==> src/hw/rtl/wgd_pkg.sv <==
// ----------------------------------------------------------------------------
// wgd_pkg
// shared constants, codes and types of the windowed genotype distance block
// ----------------------------------------------------------------------------
package wgd_pkg;

	localparam int WINDOW       = 8;
	localparam int SLOTS        = WINDOW + 1;
	localparam int MAX_SUBJECTS = 4096;

	localparam int SLOT_W  = $clog2(SLOTS);
	localparam int SUBJ_W  = $clog2(MAX_SUBJECTS);
	localparam int CNT_W   = $clog2(MAX_SUBJECTS + 1);
	localparam int HELD_W  = $clog2(WINDOW + 1);
	localparam int LANE_W  = (WINDOW > 1) ? $clog2(WINDOW) : 1;
	localparam int DIST_W  = CNT_W + 1;
	localparam int FRAC_W  = 16;
	localparam int NUM_W   = DIST_W + FRAC_W;
	localparam int STEP_W  = $clog2(NUM_W + 1);
	localparam int POS_W   = 32;
	localparam int GT_W    = 2;
	localparam int Q_W     = 18;
	localparam int OFF_W   = 6;

	localparam int CFG_ADDR_W = 1;
	localparam int CFG_DATA_W = 13;

	localparam logic [CFG_ADDR_W-1:0] REG_ALLOW_SWAP    = 1'b0;
	localparam logic [CFG_ADDR_W-1:0] REG_SUBJECT_COUNT = 1'b1;

	localparam logic [GT_W-1:0] GT_HET     = 2'd1;
	localparam logic [GT_W-1:0] GT_MISSING = 2'd3;

	// one finished variant: anchor position plus per-lane totals
	typedef struct packed {
		logic [POS_W-1:0]               pos;
		logic [WINDOW-1:0][DIST_W-1:0]  mis;
		logic [WINDOW-1:0][CNT_W-1:0]   used;
	} wgd_rec_t;

endpackage

==> src/hw/rtl/wgd_queue.sv <==
// ----------------------------------------------------------------------------
// wgd_queue
// two-entry queue of finished variant records between front and back
// ----------------------------------------------------------------------------
module wgd_queue (
	input  logic              clk,
	input  logic              arst_n,
	input  logic              wr,
	input  wgd_pkg::wgd_rec_t wr_rec,
	output logic              q_full,
	input  logic              rd,
	output logic              q_empty,
	output wgd_pkg::wgd_rec_t rd_rec
);
	import wgd_pkg::*;

	wgd_rec_t    mem_q [2];
	logic        wp_q;
	logic        rp_q;
	logic [1:0]  cnt_q;

	assign q_full  = (cnt_q == 2'd2);
	assign q_empty = (cnt_q == 2'd0);
	assign rd_rec  = mem_q[rp_q];

	always_ff @(posedge clk) begin
		if (wr)
			mem_q[wp_q] <= wr_rec;
	end

	always_ff @(posedge clk or negedge arst_n) begin
		if (!arst_n) begin
			wp_q  <= 1'b0;
			rp_q  <= 1'b0;
			cnt_q <= '0;
		end else begin
			if (wr)
				wp_q <= ~wp_q;
			if (rd)
				rp_q <= ~rp_q;
			cnt_q <= cnt_q + {1'b0, wr} - {1'b0, rd};
		end
	end

endmodule

==> config.mk <==
export PLATFORM = sky130hd
export DESIGN_NAME = wgd_queue
export DESIGN_NICKNAME = d
export VERILOG_FILES = /design/src/hw/rtl/wgd_pkg.sv /design/src/hw/rtl/wgd_queue.sv
export SDC_FILE = /design/constraint.sdc
export NUM_CORES = 1
export LEC_CHECK = 0
export ABC_CLOCK_PERIOD_IN_PS = 13200
export BUFFER_PORTS_ARGS = -buffer_cell sky130_fd_sc_hd__buf_2
export CORE_AREA = 2 2 193 195
export CTS_CLUSTER_DIAMETER = 120
export DETAILED_ROUTE_END_ITERATION = 10
export DIE_AREA = 0 0 195 197
export PLACE_DENSITY = 0.85
export SYNTH_ARGS = -nofsm -noshare
export SYNTH_HDL_FRONTEND = slang
export SYNTH_SLANG_ARGS = --single-unit
==> constraint.sdc <==
create_clock -name clk -period 13.2 [get_ports clk]
set_input_delay 1.98 -clock clk [delete_from_list [all_inputs] [get_ports clk]]
set_output_delay 1.98 -clock clk [all_outputs]
set_load 0.05 [all_outputs]
Yosys cells after proc, flatten, opt, wreduce, memory -nomap -nowiden
Memories as Yosys holds them, arrays and structs flattened.
Index checks and enable logic that the tools add are counted.
{"block": "totals", "wordCells": 12, "ramBits": 496, "inputBits": 252, "regBits": 4, "output_inout_bits": 250, "memories": 1}
{"block": "classes", "n_bitwise": 2, "n_eq_ne": 1, "muxes": 2, "n_reduce_logical": 1, "addsub": 2}
{"name": "mem_q", "depth": 2, "word_bits": 248, "rd": 1, "rd_clocked_by_memory_dff": 0, "write_ports": 1, "line_no": "wgd_queue.sv:17", "rtl": "wgd_rec_t mem_q [2];"}
{"op": "2-bit by 1-bit adder with 2-bit output", "n": 1}
{"op": "2-bit equality test, second input constant", "n": 1}
{"op": "2-bit zero test", "n": 1}
{"op": "1-bit 2-to-1 mux", "n": 2}
{"op": "1-bit inverter", "n": 2}
{"op": "2-bit by 1-bit subtractor with 2-bit output", "n": 1}

Logic depth before layout (Yosys ltp)
{"block": "depth", "word_depth": 2, "ltp_mapped": 5, "mapped_depth_nobuf": 5}

Least setup slack after synthesis
Ideal clock, no wire load.
{"block": "synth_timing", "kind": "input to register", "from": "input wr", "to": "memory mem_q[0][0] (netlist name), enable pin", "path_buffers": 0, "required_ns": 12.309, "cell_stages": 1, "t_arrival_ns": 12.654, "setup_time_ns": 0.891, "path_slack_ns": -0.345, "path_cell_list": "nor2b_1"}
{"block": "synth_via", "elab_chain_cells": 2}
{"element": "start: declaration", "line_no": "wgd_queue.sv:8", "rtl": "input logic wr,"}
{"element": "1-bit 2-to-1 mux", "line_no": "wgd_queue.sv:27", "rtl": "if (wr)"}
{"element": "1-bit 2-to-1 mux (not written as such)", "line_no": "wgd_queue.sv:28", "rtl": "mem_q[wp_q] <= wr_rec;"}
{"element": "end: declaration", "line_no": "wgd_queue.sv:17"}
No other way between the ends.

==> results by group <==
Pwr
  • Cell internal pwr: 3.65 mW
  • Sw frac: 0.399
  • Final total power: 6.07 mW
  • PwrDens: 260 mW/mm2
  • Sequential share of power: 0.368
  • P_leak: 9.34 nW
  • Part of the power in combinational logic: 0.419
  • Peak supply drop: 0.000279 V
  • Sw Pwr: 2.42 mW
  • Part of the power in the clock network: 0.212

Critical path
  • Startpoint Class: flip-flop
  • WS Path Type: reg2out
  • CP Max Fanout: 67
  • Endpoint type of the worst setup path: output pin
  • Arrival time at the worst endpoint: 3.98 ns
  • CP required: 11.22 ns

STA
  • Setup TNS: 0 ns
  • Worst rel slew slack: 0.285
  • Final period util: 0.451
  • Max Freq: 168 MHz
  • Worst Tran Pin Value: 1.07 ns
  • Fin crit period: 5.96 ns
  • Setup skew after layout: 0.0121 ns
  • Setup violations, final: 0
  • RSZ-0062 raised after global routing: no
  • Final Hold Vio Count: 0
  • Slew Viols, Final: 0

Place
  • GPL Wtd Cong: 0.772
  • I/O Buffers: 501
  • Hpwl dp: 26900 um

Drt
  • Wirelength per Cell: 21.5 um
  • Vias: 9419
  • Post-route DRC: 0
  • Antenna Nets Post-Route: 0
  • Detailed Routing Iterations Pass 1: 5
  • DRT iter0 DRCs: 457
  • Vias per cell: 5.15
  • Post-Route WL: 39300 um

Die
  • Core ar.: 0.0363 mm2
  • Die area: 0.0384 mm2
  • Die height: 197 um
  • Initial Util: 0.522
  • Chip Width: 195 um
  • Io pins: 502
  • Core Rows: 70

Global routing
  • Grt ovf: 0
  • Initial antenna violation count: 15
  • Vias in the first global route: 9953
  • First-pass GRT wire length: 57000 um
  • Largest net degree at the start of global routing: 173
  • Total GRT Usage: 0.199

Yosys
  • Mapped Area: 0.0189 mm2
  • Unique masters post-synth: 13
  • Seq/Total Area, Yosys: 0.792
  • Top-area cell type share of the netlist area: 0.786
  • Post-Syn Nets: 1041
  • Synth warn: 0
  • Top post-synthesis cells by area: edfxtp_1 (79%), mux2_4 (16%), mux2_2 (2.7%)
  • Syn avg cell area: 24.1 um2
  • Area leader, netlist: edfxtp_1
  • #FFs+latches synth: 500
  • Synthesized netlist cell count: 787

Clock network
  • H-tree depth: 2
  • CTS resizes: 0
  • Post-CTS setup buffer count: 0
  • Clk pin slew, worst setup/hold paths: 0.06 ns
  • Num CTS Buffers: 48
  • Clock sink count: 500
  • Clk_lat worst skew: 0.55 ns
  • Hold buffer count at CTS: 0
  • CTS tree: yes
  • Root Buffer: clkbuf_16
  • Longest Clk Path Bufs: 3

Worst hold path
  • Tightest Hold Check Type: reg2reg

Flow run
  • Max-cap violations: 0

Layout
  • Post-Route Utilization: 0.643
  • Layout fillers: 2415
  • Final nets: 1573
  • Area grow syn2layout: 23.1%
  • Layout cells sized above 1: 0.608
  • Area of the multi-input gates: 0.00365 mm2
  • FF+latch area: 0.0150 mm2

Outcome
  • Status: completed
## Yosys cell counts
master and n:
buf_6 25, xor3_1 1, mux2_2 46, dfrtp_1 4, nor2b_1 2, edfxtp_1 496, buf_2 3, xor2_1 2
mux2_4 202, nor2_1 1, ha_1 2, inv_1 2, and2_1 1
## flip-flops by register name (all words and copies together), names as in the netlist
register  flops
mem_q       496
cnt_q         2
rp_q          1
wp_q          1
## worst max-delay path, stage by stage, from the launching register on
cell and delay, ns:
dfrtp_4 1.11, buf_4 0.88, buf_4 0.70, mux2_4 0.36
buf_2 0.21
## kinds of logic after synthesis
| group | synth area share |
|---|---|
| XOR/XNOR | 0.00218 |
| adder cells (fa/ha/maj) | 0.00132 |
| buffers and inverters | 0.0161 |
| flip-flops | 0.792 |
| multiplexers | 0.188 |
| AND/OR/NAND/NOR | 0.00119 |
## power by group through the flow
stage | Clock [mW] | Combinational (mW) | Sequential, mW
after floorplan | 0 | 2.15 | 2.27
after global placement | 0 | 2.53 | 2.25
after detailed placement | 0 | 2.55 | 2.27
after CTS | 1.32 | 2.56 | 2.24
after global routing | 1.37 | 2.64 | 2.26
final | 1.29 | 2.55 | 2.24
## metrics by stage
step / hold WS, ns / setup WS, ns / cells / instance area [um2]
global route: 0.586 / 7.06 / 1826 / 23300
finish: 0.566 / 7.24 / 1829 / 23300
CTS: 0.571 / 7.22 / 1819 / 23300
floorplan: 0.473 / 4.32 / 787 / 18900
global placement: 0.530 / 7.91 / 1737 / 21800
detailed placement: 0.562 / 7.85 / 1737 / 21800
## area by class of cell
class | instances | area share
timing repair buffer | 510 | 0.111
antenna | 10 | 0.00107
multi-input combinational | 257 | 0.156
clock inverter | 19 | 0.00810
clock buffer | 63 | 0.0548
tap | 468 | 0.0251
sequential | 500 | 0.643
inverter | 2 | 0.000322
## layer usage
| metal | GRT usage | up-vias | part of all wire |
|---|---|---|---|
| met3 | 0.0667 | 73 | 0.096 |
| met4 | 0.0792 | 8 | 0.026 |
| met2 | 0.350 | 461 | 0.52 |
| met1 | 0.224 | 4660 | 0.36 |
| li1 | - | 4217 | - |
| met5 | 0 | - | 0.0013 |
## path summary, 6_finish.rpt
path	from	to	slack, ns	cells past startpoint
worst max-delay path	rp_q	rd_rec[64]	7.24	4
worst min-delay path	wp_q	wp_q	0.57	1
worst max register to register	wp_q	mem_q[1][221]	10.11	3
worst min register to register	wp_q	wp_q	0.57	1
max in group asynchronous	arst_n	rp_q	11.83	1
min in group asynchronous	arst_n	cnt_q[0]	1.23	1
## layout by cell type, fill, tap and decap left out, drive strengths merged, types with 2 or more instances in the layout
master	instances
dfrtp	4
edfxtp	496
xor2	2
mux2	248
bufinv	4
nor2b	2
inv	2
diode	10
clkinv	15
buf	510
clkbuf	63
ha	2
Note: power is estimated with default switching activity, not from simulation.
