===== src/hw/rtl/wgd_pkg.sv =====
// ----------------------------------------------------------------------------
// wgd_pkg
// shared constants, codes and types of the windowed genotype distance block
// ----------------------------------------------------------------------------
package wgd_pkg;

	localparam int WINDOW       = 8;
	localparam int SLOTS        = WINDOW + 1;
	localparam int MAX_SUBJECTS = 4096;

	localparam int SLOT_W  = $clog2(SLOTS);
	localparam int SUBJ_W  = $clog2(MAX_SUBJECTS);
	localparam int CNT_W   = $clog2(MAX_SUBJECTS + 1);
	localparam int HELD_W  = $clog2(WINDOW + 1);
	localparam int LANE_W  = (WINDOW > 1) ? $clog2(WINDOW) : 1;
	localparam int DIST_W  = CNT_W + 1;
	localparam int FRAC_W  = 16;
	localparam int NUM_W   = DIST_W + FRAC_W;
	localparam int STEP_W  = $clog2(NUM_W + 1);
	localparam int POS_W   = 32;
	localparam int GT_W    = 2;
	localparam int Q_W     = 18;
	localparam int OFF_W   = 6;

	localparam int CFG_ADDR_W = 1;
	localparam int CFG_DATA_W = 13;

	localparam logic [CFG_ADDR_W-1:0] REG_ALLOW_SWAP    = 1'b0;
	localparam logic [CFG_ADDR_W-1:0] REG_SUBJECT_COUNT = 1'b1;

	localparam logic [GT_W-1:0] GT_HET     = 2'd1;
	localparam logic [GT_W-1:0] GT_MISSING = 2'd3;

	// one finished variant: anchor position plus per-lane totals
	typedef struct packed {
		logic [POS_W-1:0]               pos;
		logic [WINDOW-1:0][DIST_W-1:0]  mis;
		logic [WINDOW-1:0][CNT_W-1:0]   used;
	} wgd_rec_t;

endpackage


===== src/hw/rtl/wgd_back.sv =====
// ----------------------------------------------------------------------------
// wgd_back
// per-lane bit-serial divide and result word register
// ----------------------------------------------------------------------------
module wgd_back (
	input  logic                          clk,
	input  logic                          arst_n,
	input  logic                          q_empty,
	input  wgd_pkg::wgd_rec_t             rec,
	output logic                          q_pop,
	output logic                          empty,
	input  logic                          pop,
	output logic [wgd_pkg::POS_W-1:0]     anchor_position,
	output logic [wgd_pkg::OFF_W-1:0]     offset,
	output logic [wgd_pkg::Q_W-1:0]       distance,
	output logic                          no_valid_pairs,
	output logic                          last_of_run
);
	import wgd_pkg::*;

	typedef enum logic [1:0] {IDLE, DIV, HOLD} state_t;

	state_t             state_q;
	logic [LANE_W-1:0]  lane_q;
	logic [NUM_W-1:0]   num_q;
	logic [CNT_W-1:0]   den_q;
	logic [CNT_W-1:0]   rem_q;
	logic [Q_W-1:0]     quo_q;
	logic [STEP_W-1:0]  step_q;
	logic               out_v_q;
	logic [CNT_W:0]     rem_sh;
	logic               fit;
	logic               out_free;
	logic               lane_last;

	assign rem_sh    = {rem_q, num_q[NUM_W-1]};
	assign fit       = rem_sh >= {1'b0, den_q};
	assign out_free  = ~out_v_q | pop;
	assign lane_last = (lane_q == LANE_W'(WINDOW - 1));
	assign q_pop     = (state_q == HOLD) & out_free & lane_last;
	assign empty     = ~out_v_q;

	always_ff @(posedge clk or negedge arst_n) begin
		if (!arst_n) begin
			state_q <= IDLE;
			lane_q  <= '0;
			out_v_q <= 1'b0;
			step_q  <= '0;
		end else begin
			// new word loads as the old one leaves
			if (state_q == HOLD && out_free)
				out_v_q <= 1'b1;
			else if (pop && out_v_q)
				out_v_q <= 1'b0;
			unique case (state_q)
				IDLE: begin
					if (!q_empty) begin
						num_q   <= {rec.mis[lane_q], FRAC_W'(0)};
						den_q   <= rec.used[lane_q];
						rem_q   <= '0;
						step_q  <= '0;
						state_q <= DIV;
					end
				end
				DIV: begin
					num_q  <= num_q << 1;
					rem_q  <= fit ? CNT_W'(rem_sh - {1'b0, den_q}) : rem_sh[CNT_W-1:0];
					quo_q  <= {quo_q[Q_W-2:0], fit};
					step_q <= step_q + STEP_W'(1);
					if (step_q == STEP_W'(NUM_W - 1))
						state_q <= HOLD;
				end
				HOLD: begin
					if (out_free) begin
						anchor_position <= rec.pos;
						offset          <= OFF_W'(lane_q) + OFF_W'(1);
						no_valid_pairs  <= (den_q == '0);
						distance        <= (den_q == '0) ? '0 : quo_q;
						last_of_run     <= lane_last;
						lane_q          <= lane_last ? '0 : lane_q + LANE_W'(1);
						state_q         <= IDLE;
					end
				end
				default: state_q <= IDLE;
			endcase
		end
	end

endmodule


===== config.mk =====
export PLATFORM = sky130hd
export DESIGN_NAME = wgd_back
export DESIGN_NICKNAME = d
export VERILOG_FILES = /design/src/hw/rtl/wgd_pkg.sv /design/src/hw/rtl/wgd_back.sv
export SDC_FILE = /design/constraint.sdc
export NUM_CORES = 1
export LEC_CHECK = 0
export BUFFER_PORTS_ARGS = -buffer_cell sky130_fd_sc_hd__buf_4
export CAP_MARGIN = 20
export CORE_ASPECT_RATIO = 0.5
export CORE_MARGIN = 8
export CORE_UTILIZATION = 48
export DETAILED_ROUTE_END_ITERATION = 10
export GPL_TIMING_DRIVEN = 0
export PLACE_DENSITY_LB_ADDON = 0.2
export SETUP_SLACK_MARGIN = 0.02
export SYNTH_ARGS = -nofsm -noshare
export SYNTH_HDL_FRONTEND = slang
export SYNTH_SLANG_ARGS = --single-unit

===== constraint.sdc =====
create_clock -name clk -period 3.2 [get_ports clk]
set_input_delay 0.48 -clock clk [delete_from_list [all_inputs] [get_ports clk]]
set_output_delay 0.48 -clock clk [all_outputs]
set_load 0.01 [all_outputs]

Word-level counts from Yosys, hierarchy flattened
Cells that the tools add are included.
- register bits: 143
- logic and storage cells: 62
- output and inout bits: 60
- bitwise gates (word level): 5
- reductions and logical operators: 13
- eq/ne operators: 7
- mux-type cells: 18
- order comparisons: 2
- add/sub/neg operators: 4
- operators by type and width (kind ; count):
    30-bit case mux with 2 select lines ; 1
    14-bit binary-select mux with 3-bit select ; 1
    13-bit binary-select mux with 3-bit select ; 1
    13-bit two-way mux ; 3
    30-bit two-way mux ; 1
    13-bit case mux with 2 select lines ; 1
    14-bit by 13-bit greater-or-equal comparator with 1-bit output ; 1
    14-bit two-way mux ; 1
    13-bit zero test ; 1
    13-bit subtractor ; 1
    3-bit AND reduction ; 4
    5-bit case mux with 2 select lines ; 1
    2-bit two-way mux ; 3
    2-bit != test, second input constant ; 3
    2-bit case mux with 3 select lines ; 1
    2-bit AND reduction ; 3
    5-bit by 1-bit adder with 5-bit output, second input constant ; 1
    5-bit == test, second input constant ; 1
    5-bit two-way mux ; 1
    3-bit by 1-bit adder with 4-bit output, second input constant ; 1
    3-bit by 4-bit less-than comparator with 1-bit output, second input constant ; 1
    2-bit nonzero test ; 2
    3-bit by 1-bit adder with 3-bit output, second input constant ; 1
    3-bit == test, second input constant ; 1
    other kinds (9) ; 13

Depth between registers and ports, before layout
Gate-level depths: netlist (run 1).
- depth after elaboration: 4
- mapped depth: 10
- mapped depth without buffers: 10

Least setup slack after synthesis (run 1)
No wires, ideal clock.
- path type: input to register
- start: input pop
- end: register anchor_position[0] (netlist bit), enable pin
- setup time: 420 ps
- arrival time: 2292 ps
- buffers on the path: 1
- required time: 2780 ps
- stages on the path: 4
- slack: 488 ps
- cells stage by stage: nand2b_1 -> and3_1 -> clkbuf_1 -> and2_1
- longest elaborated chain between the ends: 2
- ends and longest elaborated chain (item ; line ; source):
    start, declared ; wgd_back.sv:12 ; input logic pop,
    1-bit OR ; wgd_back.sv:38 ; assign out_free = ~out_v_q | pop;
    3-bit AND reduction (no line) ; n/a ;
    end signal, assigned ; wgd_back.sv:75 ; anchor_position <= rec.pos;
    end, declared ; wgd_back.sv:13 ; output logic [wgd_pkg::POS_W-1:0] anchor_position,
Every way passes these cells.
A chain may end at the register's enable or synchronous reset.

Final worst setup path (run 1)
- start: register num_q[29]
- end: register rem_q[11] (data pin)
- longest elaborated chain between the ends: 3
- ends and longest elaborated chain (item ; line ; source):
    start, declared ; wgd_back.sv:25 ; logic [NUM_W-1:0] num_q;
    start signal, assigned ; wgd_back.sv:58 ; num_q <= {rec.mis[lane_q], FRAC_W'(0)};
    start signal, assigned ; wgd_back.sv:66 ; num_q <= num_q << 1;
    13-bit subtractor or 14-bit by 13-bit greater-or-equal comparator with 1-bit output (tied branches) ; wgd_back.sv:67, wgd_back.sv:37 ;
    13-bit two-way mux * ; wgd_back.sv:67 ; rem_q <= fit ? CNT_W'(rem_sh - {1'b0, den_q}) : rem_sh[CNT_W-1:0];
    13-bit case mux with 2 select lines * ; wgd_back.sv:55 ; unique case (state_q)
    end signal, assigned ; wgd_back.sv:67 ;
    end, declared ; wgd_back.sv:27 ; logic [CNT_W-1:0] rem_q;
Every way passes the cells marked *; elsewhere a longest branch is shown, timed or not.

==> impl_metrics.yaml, run 1 <==
yosys:
  syn_area_um2: 6850
  synth_top_area_share_pct: 50.0
  ys_ff_latch: 125
  dominantRegCellSynth: "edfxtp_1"
  netlist_top_cells_area: "edfxtp_1, mux4_2, dfrtp_1"
  ys_seq_area_share_pct: 54.0
  avgSynthCellArea_um2: 14.5
  synth_warnings: 0
  syn_inst: 474
  synth.most_common_cell: "edfxtp_1"
  async_flop_share_pct: 8.80
  synth_common_cells: "edfxtp_1, mux4_2, nor2_1"
  post-synth-top-area-cell: "edfxtp_1"
  synth_cell_type_count: 56
  synth_edf_count: 114
floorplan:
  die_w_um: 185
  dieHeight_um: 100
  initial_utilization_pct: 49.9
  pin_count: 312
  rows: 30
  fp.dieArea_um2: 18600
  coreArea_um2: 13700
worst_hold_path:
  min_to: "anchor_position[24]"
  hold_path_depth: 1
  worstHoldStart: "rec[240]"
  hold_path_class: "in -> reg"
global_route:
  grt_pass1_wl_mm: 32.7
  grt_max_degree: 40
  grt_use_total_pct: 23.0
  grt_antenna_before_repair: 0
  overflow: 0
  grt_pass1_vias: 6101
place:
  gp_congestion: 0.854
  place_area_um2: 9470
  portBuffers: 309
  place_hpwl_mm: 17.8
finish:
  multiInputGateArea_um2: 2940
  seq_area_um2: 3700
  nNetsFinal: 1078
  drive_gt1_share_pct: 54.3
  n_fill_cell: 952
  n_antenna_cell: 0
  design_area_um2: 10100
  area_growth_pct: 47.1
  fin_util_pct: 73.4
critical_path:
  critPathKind: "reg -> reg"
  rr_endpoint: "rem_q[11]"
  timing.rr.start: "num_q[29]"
  crit_arrival_ns: 2.66
  required_ns: 3.44
  reg2reg_depth: 10
  r2r_slack_ns: 0.77
  crit_fanout: 10
  end_kind: "register"
  critPathLaunchType: "register"
cts:
  cts_tree: "done"
  insertion_delay_ns: 0.41
  cts_setup_buffers: 0
  cts_buffers: 17
  cts.repair.resized: 0
  clockRootBuffer: "clkbuf_16"
  cts_buffer_depth: 2
  htreeDepth: 4
  clkTransAtPathRegs_ns: 0.06
  cts_sinks: 125
route:
  viasPerCell: 5.45
  wire_per_inst_um: 21.7
  drtPass1Iterations: 5
  drcViolationCount: 0
  routed_wl_mm: 22.0
  vias: 5518
  final_antenna_net_count: 0
  drtIter0Drc: 286
timing:
  worst_pin_slew_ns: 0.826
  fmax_mhz: 412
  drv_slew: 0
  setup_viol: 0
  relSlewSlack_pct: 44.7
  post-route-period-util_pct: 75.8
  grt_setup_unrepaired: "false"
  finClkSkew_ns: 0.00753
  fin_crit_ns: 2.43
  finalHoldViolations: 0
  whs_ns: 0.244
power:
  powerDensity_nw_per_um2: 733
  power.total_mw: 7.38
  vdd_drop_max_mv: 0.532
  p_leak_nw: 4.27
outcome:
  status: "completed"
flow_run:
  drv_cap: 0
placed cells by master, fill, tap and decap left out, drive strengths merged, types with 15 or more instances in the layout:
master	instances
a21oi	28
mux4	54
nand2	17
o21ai	20
ha	17
inv	35
clkbuf	29
buf	329
nor2	31
and2	21
mux2i	15
edfxtp	114
area by class of cell:
type	count	share of cell area, %
Inverter	24	0.894
Sequential cell	125	36.7
Tap cell	192	2.38
Clock inverter	15	1.68
Buffer	28	1.38
Clock buffer	17	4.22
Multi-Input combinational cell	298	29.1
Timing Repair Buffer	314	23.6
stage by stage:
| step | TNS (ns) | std cells | worst slack (ns) |
|---|---|---|---|
| 4_1_cts | 0 | 1013 | 0.782 |
| 2_1_floorplan | 0 | 475 | 0.488 |
| 3_3_place_gp | -10.41 | 976 | -0.192 |
| 3_5_place_dp | 0 | 980 | 0.820 |
| 5_1_grt | 0 | 1013 | 0.638 |
| 6_report | 0 | 1013 | 0.773 |
cells by family after synthesis:
group                    share of synthesized area [%]
other                                           0.0547
XOR/XNOR                                          1.28
adder cells (fa/ha/maj)                           3.40
AO/OA/AOI/OAI                                     7.27
buffers and inverters                             3.34
flip-flops                                        54.0
multiplexers                                      22.2
AND/OR/NAND/NOR                                   8.42
registers in the layout (all words and copies together), names as in the netlist:
signal           cells
anchor_position     32
distance            18
quo_q               18
num_q               14
den_q               13
rem_q               13
step_q               5
offset               4
lane_q               3
state_q              2
last_of_run          1
no_valid_pairs       1
out_v_q              1
how the worst max path moves through the flow:
stage	from	endpoint	slack, ns	depth (start not counted)
global route	num_q[29]	rem_q[11]	0.64	10
floorplan	pop	anchor_position[0]	0.49	4
detailed placement	num_q[29]	rem_q[11]	0.82	10
CTS	num_q[29]	rem_q[11]	0.78	10
finish	num_q[29]	rem_q[11]	0.77	10
global placement	pop	anchor_position[27]	-0.19	5
routing by layer:
metal	track usage, %	share of wire (%)	vias up
li1	-	-	2531
met1	26.1	37	2739
met2	42.5	54	226
met3	6.26	7.3	22
met4	5.68	1.2	0
met5	0	0	-
worst max-delay path, stage by stage, from the launching register on:
cell and delay (ns):
edfxtp_1 0.35, inv_1 0.05, ha_1 0.21, fa_1 0.45
nor2b_4 0.15, o2111ai_2 0.16, nand3_2 0.15, o21a_2 0.16
buf_2 0.22, o21ai_2 0.12, o32ai_2 0.24
power by group:
group	leakage (nW)	total, mW	internal, mW	switching (mW)
clock	0.291	1.93	1.11	0.815
sequential	1.19	2.44	2.27	0.169
combinational	2.79	3.02	1.49	1.53
repair_timing:
item	4_1_cts	5_1_grt
endpoints found under the hold margin	11	0
endpoints found under the setup margin	0	0
hold buffers	1	0
Power figures use the tool's default switching activity.
==> run 2: changes to the inputs <==
CORE_UTILIZATION = 43   (was 48)
clock period = 2.03 ns   (was 3.2 ns; I/O delays follow)
==> run 2 against run 1 <==
  * The flow now finishes with violations (setup timing)
  * Clock-buffer cell count is the same
  * Via count grew 1.3%
  * Non-clock buffer count grew 12
  * Final area grew 3.9%
  * Critical path type unchanged
==> impl_metrics.yaml, run 2 (same netlist as run 1, synthesis figures left out) <==
outcome:
  status: "complete, but fails checks"
  violations: "setup timing"
timing:
  drv_slew: 0
  fmax_mhz: 435
  post-route-period-util_pct: 113
  finClkSkew_ns: 0.0121
  grt_setup_unrepaired: "true"
  relSlewSlack_pct: 34.8
  setup_viol: 14
  finalWorstSetupSlack_ns: -0.271
  finalHoldViolations: 0
  worst_pin_slew_ns: 0.975
  fin_crit_ns: 2.30
critical_path:
  end_kind: "register"
  crit_fanout: 7
  crit_buf_inv: 3
  crit_arrival_ns: 2.55
  critPathKind: "reg -> reg"
  crit_path_top_delay_cell: "edfxtp_1"
  cpPeakStageDelay_ns: 0.38
  crit_family: "compound AO/OA/AOI/OAI gates"
  cpMostUsedCell: "buf_6"
  crit_path_cell_trace: "inv_1 > ha_2 > fa_2 > nor2b_4 > o2111ai_4 > nand3_2 > buf_6 > buf_6 > o21ai_4 > nand4_1 > o31ai_2"
  required_ns: 2.28
  critPathLaunchType: "register"
place:
  portBuffers: 309
  place_ws_ns: -0.255
  place_hpwl_mm: 17.1
  gp_congestion: 0.837
  place_area_um2: 9510
floorplan:
  fp.dieArea_um2: 20500
  pin_count: 312
  initial_utilization_pct: 44.2
  die_w_um: 195
  rows: 32
  dieHeight_um: 105
  coreArea_um2: 15500
global_route:
  use_met3_pct: 6.19
  grtUsageMet2_pct: 37.0
  grt_use_total_pct: 20.6
  grt_pass1_vias: 6135
  grt_max_degree: 43
  overflow: 0
  grtUsageMet1_pct: 23.7
  grt_antenna_before_repair: 0
  grt_pass1_wl_mm: 33.3
  busiest_layer: "met2"
cts:
  clockRootBuffer: "clkbuf_16"
  clkTransAtPathRegs_ns: 0.07
  insertion_delay_ns: 0.42
  cts_tree: "done"
  cts_sinks: 125
  cts_buffers: 17
  htreeDepth: 4
  cts_buffer_depth: 2
finish:
  nNetsFinal: 1090
  final_common_cell: "buf_4"
  largest_reg_flops: 32
  drive_gt1_share_pct: 59.8
  n_antenna_cell: 0
  largestRegisters: "anchor_position (32), distance (18), quo_q (18)"
  largest_register: "anchor_position"
  area_growth_pct: 52.9
  layout_common_cells: "buf_4, edfxtp_1, mux4_2"
  design_area_um2: 10500
route:
  drcViolationCount: 0
  vias: 5589
  wire_per_inst_um: 21.2
  final_antenna_net_count: 0
  viasPerCell: 5.39
  routed_wl_mm: 22.0
  drtPass1Iterations: 5
  drtIter0Drc: 298
power:
  power.total_mw: 12.2
  powerDensity_nw_per_um2: 1170
  p_leak_nw: 4.39
  vdd_drop_max_mv: 0.818
worst_hold_path:
  hold_path_class: "in -> reg"
flow_run:
  drv_cap: 0
## run 2: through the flow
stage	cells	setup TNS, ns	util [%]	hold WS [ns]
floorplan	475	-0.439	-	0.00891
global placement	988	-40.22	61.0	0.153
detailed placement	992	-7.83	61.4	0.157
CTS	1036	-1.96	66.8	0.0456
global route	1037	-4.20	67.6	0.0493
finish	1037	-3.15	67.6	0.0611
## run 2: cell type report
class                      instances  area [µm²]
clock buffer                      17         425
inverter                          24        92.6
multi-input combinational        298        3160
timing repair buffer             327        2510
clock inverter                    15         150
sequential                       125        3700
tap                              204         255
fill                            1129        5020
buffer                            27         183
## run 2: worst paths after layout
path                       startpoint  cells after the start  slack (ns)             endpoint
setup / recovery            num_q[29]                     11       -0.27            rem_q[12]
hold reg to reg             quo_q[14]                      0        0.44            quo_q[15]
setup reg to reg            num_q[29]                     11       -0.27            rem_q[12]
hold / removal               rec[226]                      1        0.06  anchor_position[10]
max in group asynchronous      arst_n                      2        1.58           state_q[1]
min in group asynchronous      arst_n                      2        0.28            lane_q[0]
## run 2: layer usage
metal | vias up | wire, µm
li1 | 2561 | -
met1 | 2768 | 8510
met2 | 230 | 11600
met3 | 30 | 1560
met4 | 0 | 309
met5 | - | 0
## run 2: repair_timing
item	in CTS	in global routing
hold buffers	1	0
gates resized for setup	46	24
pin swaps	21	14
setup endpoints to repair	102	113
gates cloned	1	0
buffers inserted	10	2
endpoints found under the hold margin	11	0
## run 2: worst reg2reg max path: stages (launching register included)
cell	delay (ns)
edfxtp_1	0.38
inv_1	0.08
ha_2	0.19
fa_2	0.24
nor2b_4	0.06
o2111ai_4	0.22
nand3_2	0.14
buf_6	0.15
buf_6	0.11
o21ai_4	0.30
nand4_1	0.15
o31ai_2	0.11
## run 2: power by group
part           switching (mW)  internal, mW
sequential              0.291          3.58
clock                    1.22          1.72
combinational            2.67          2.73
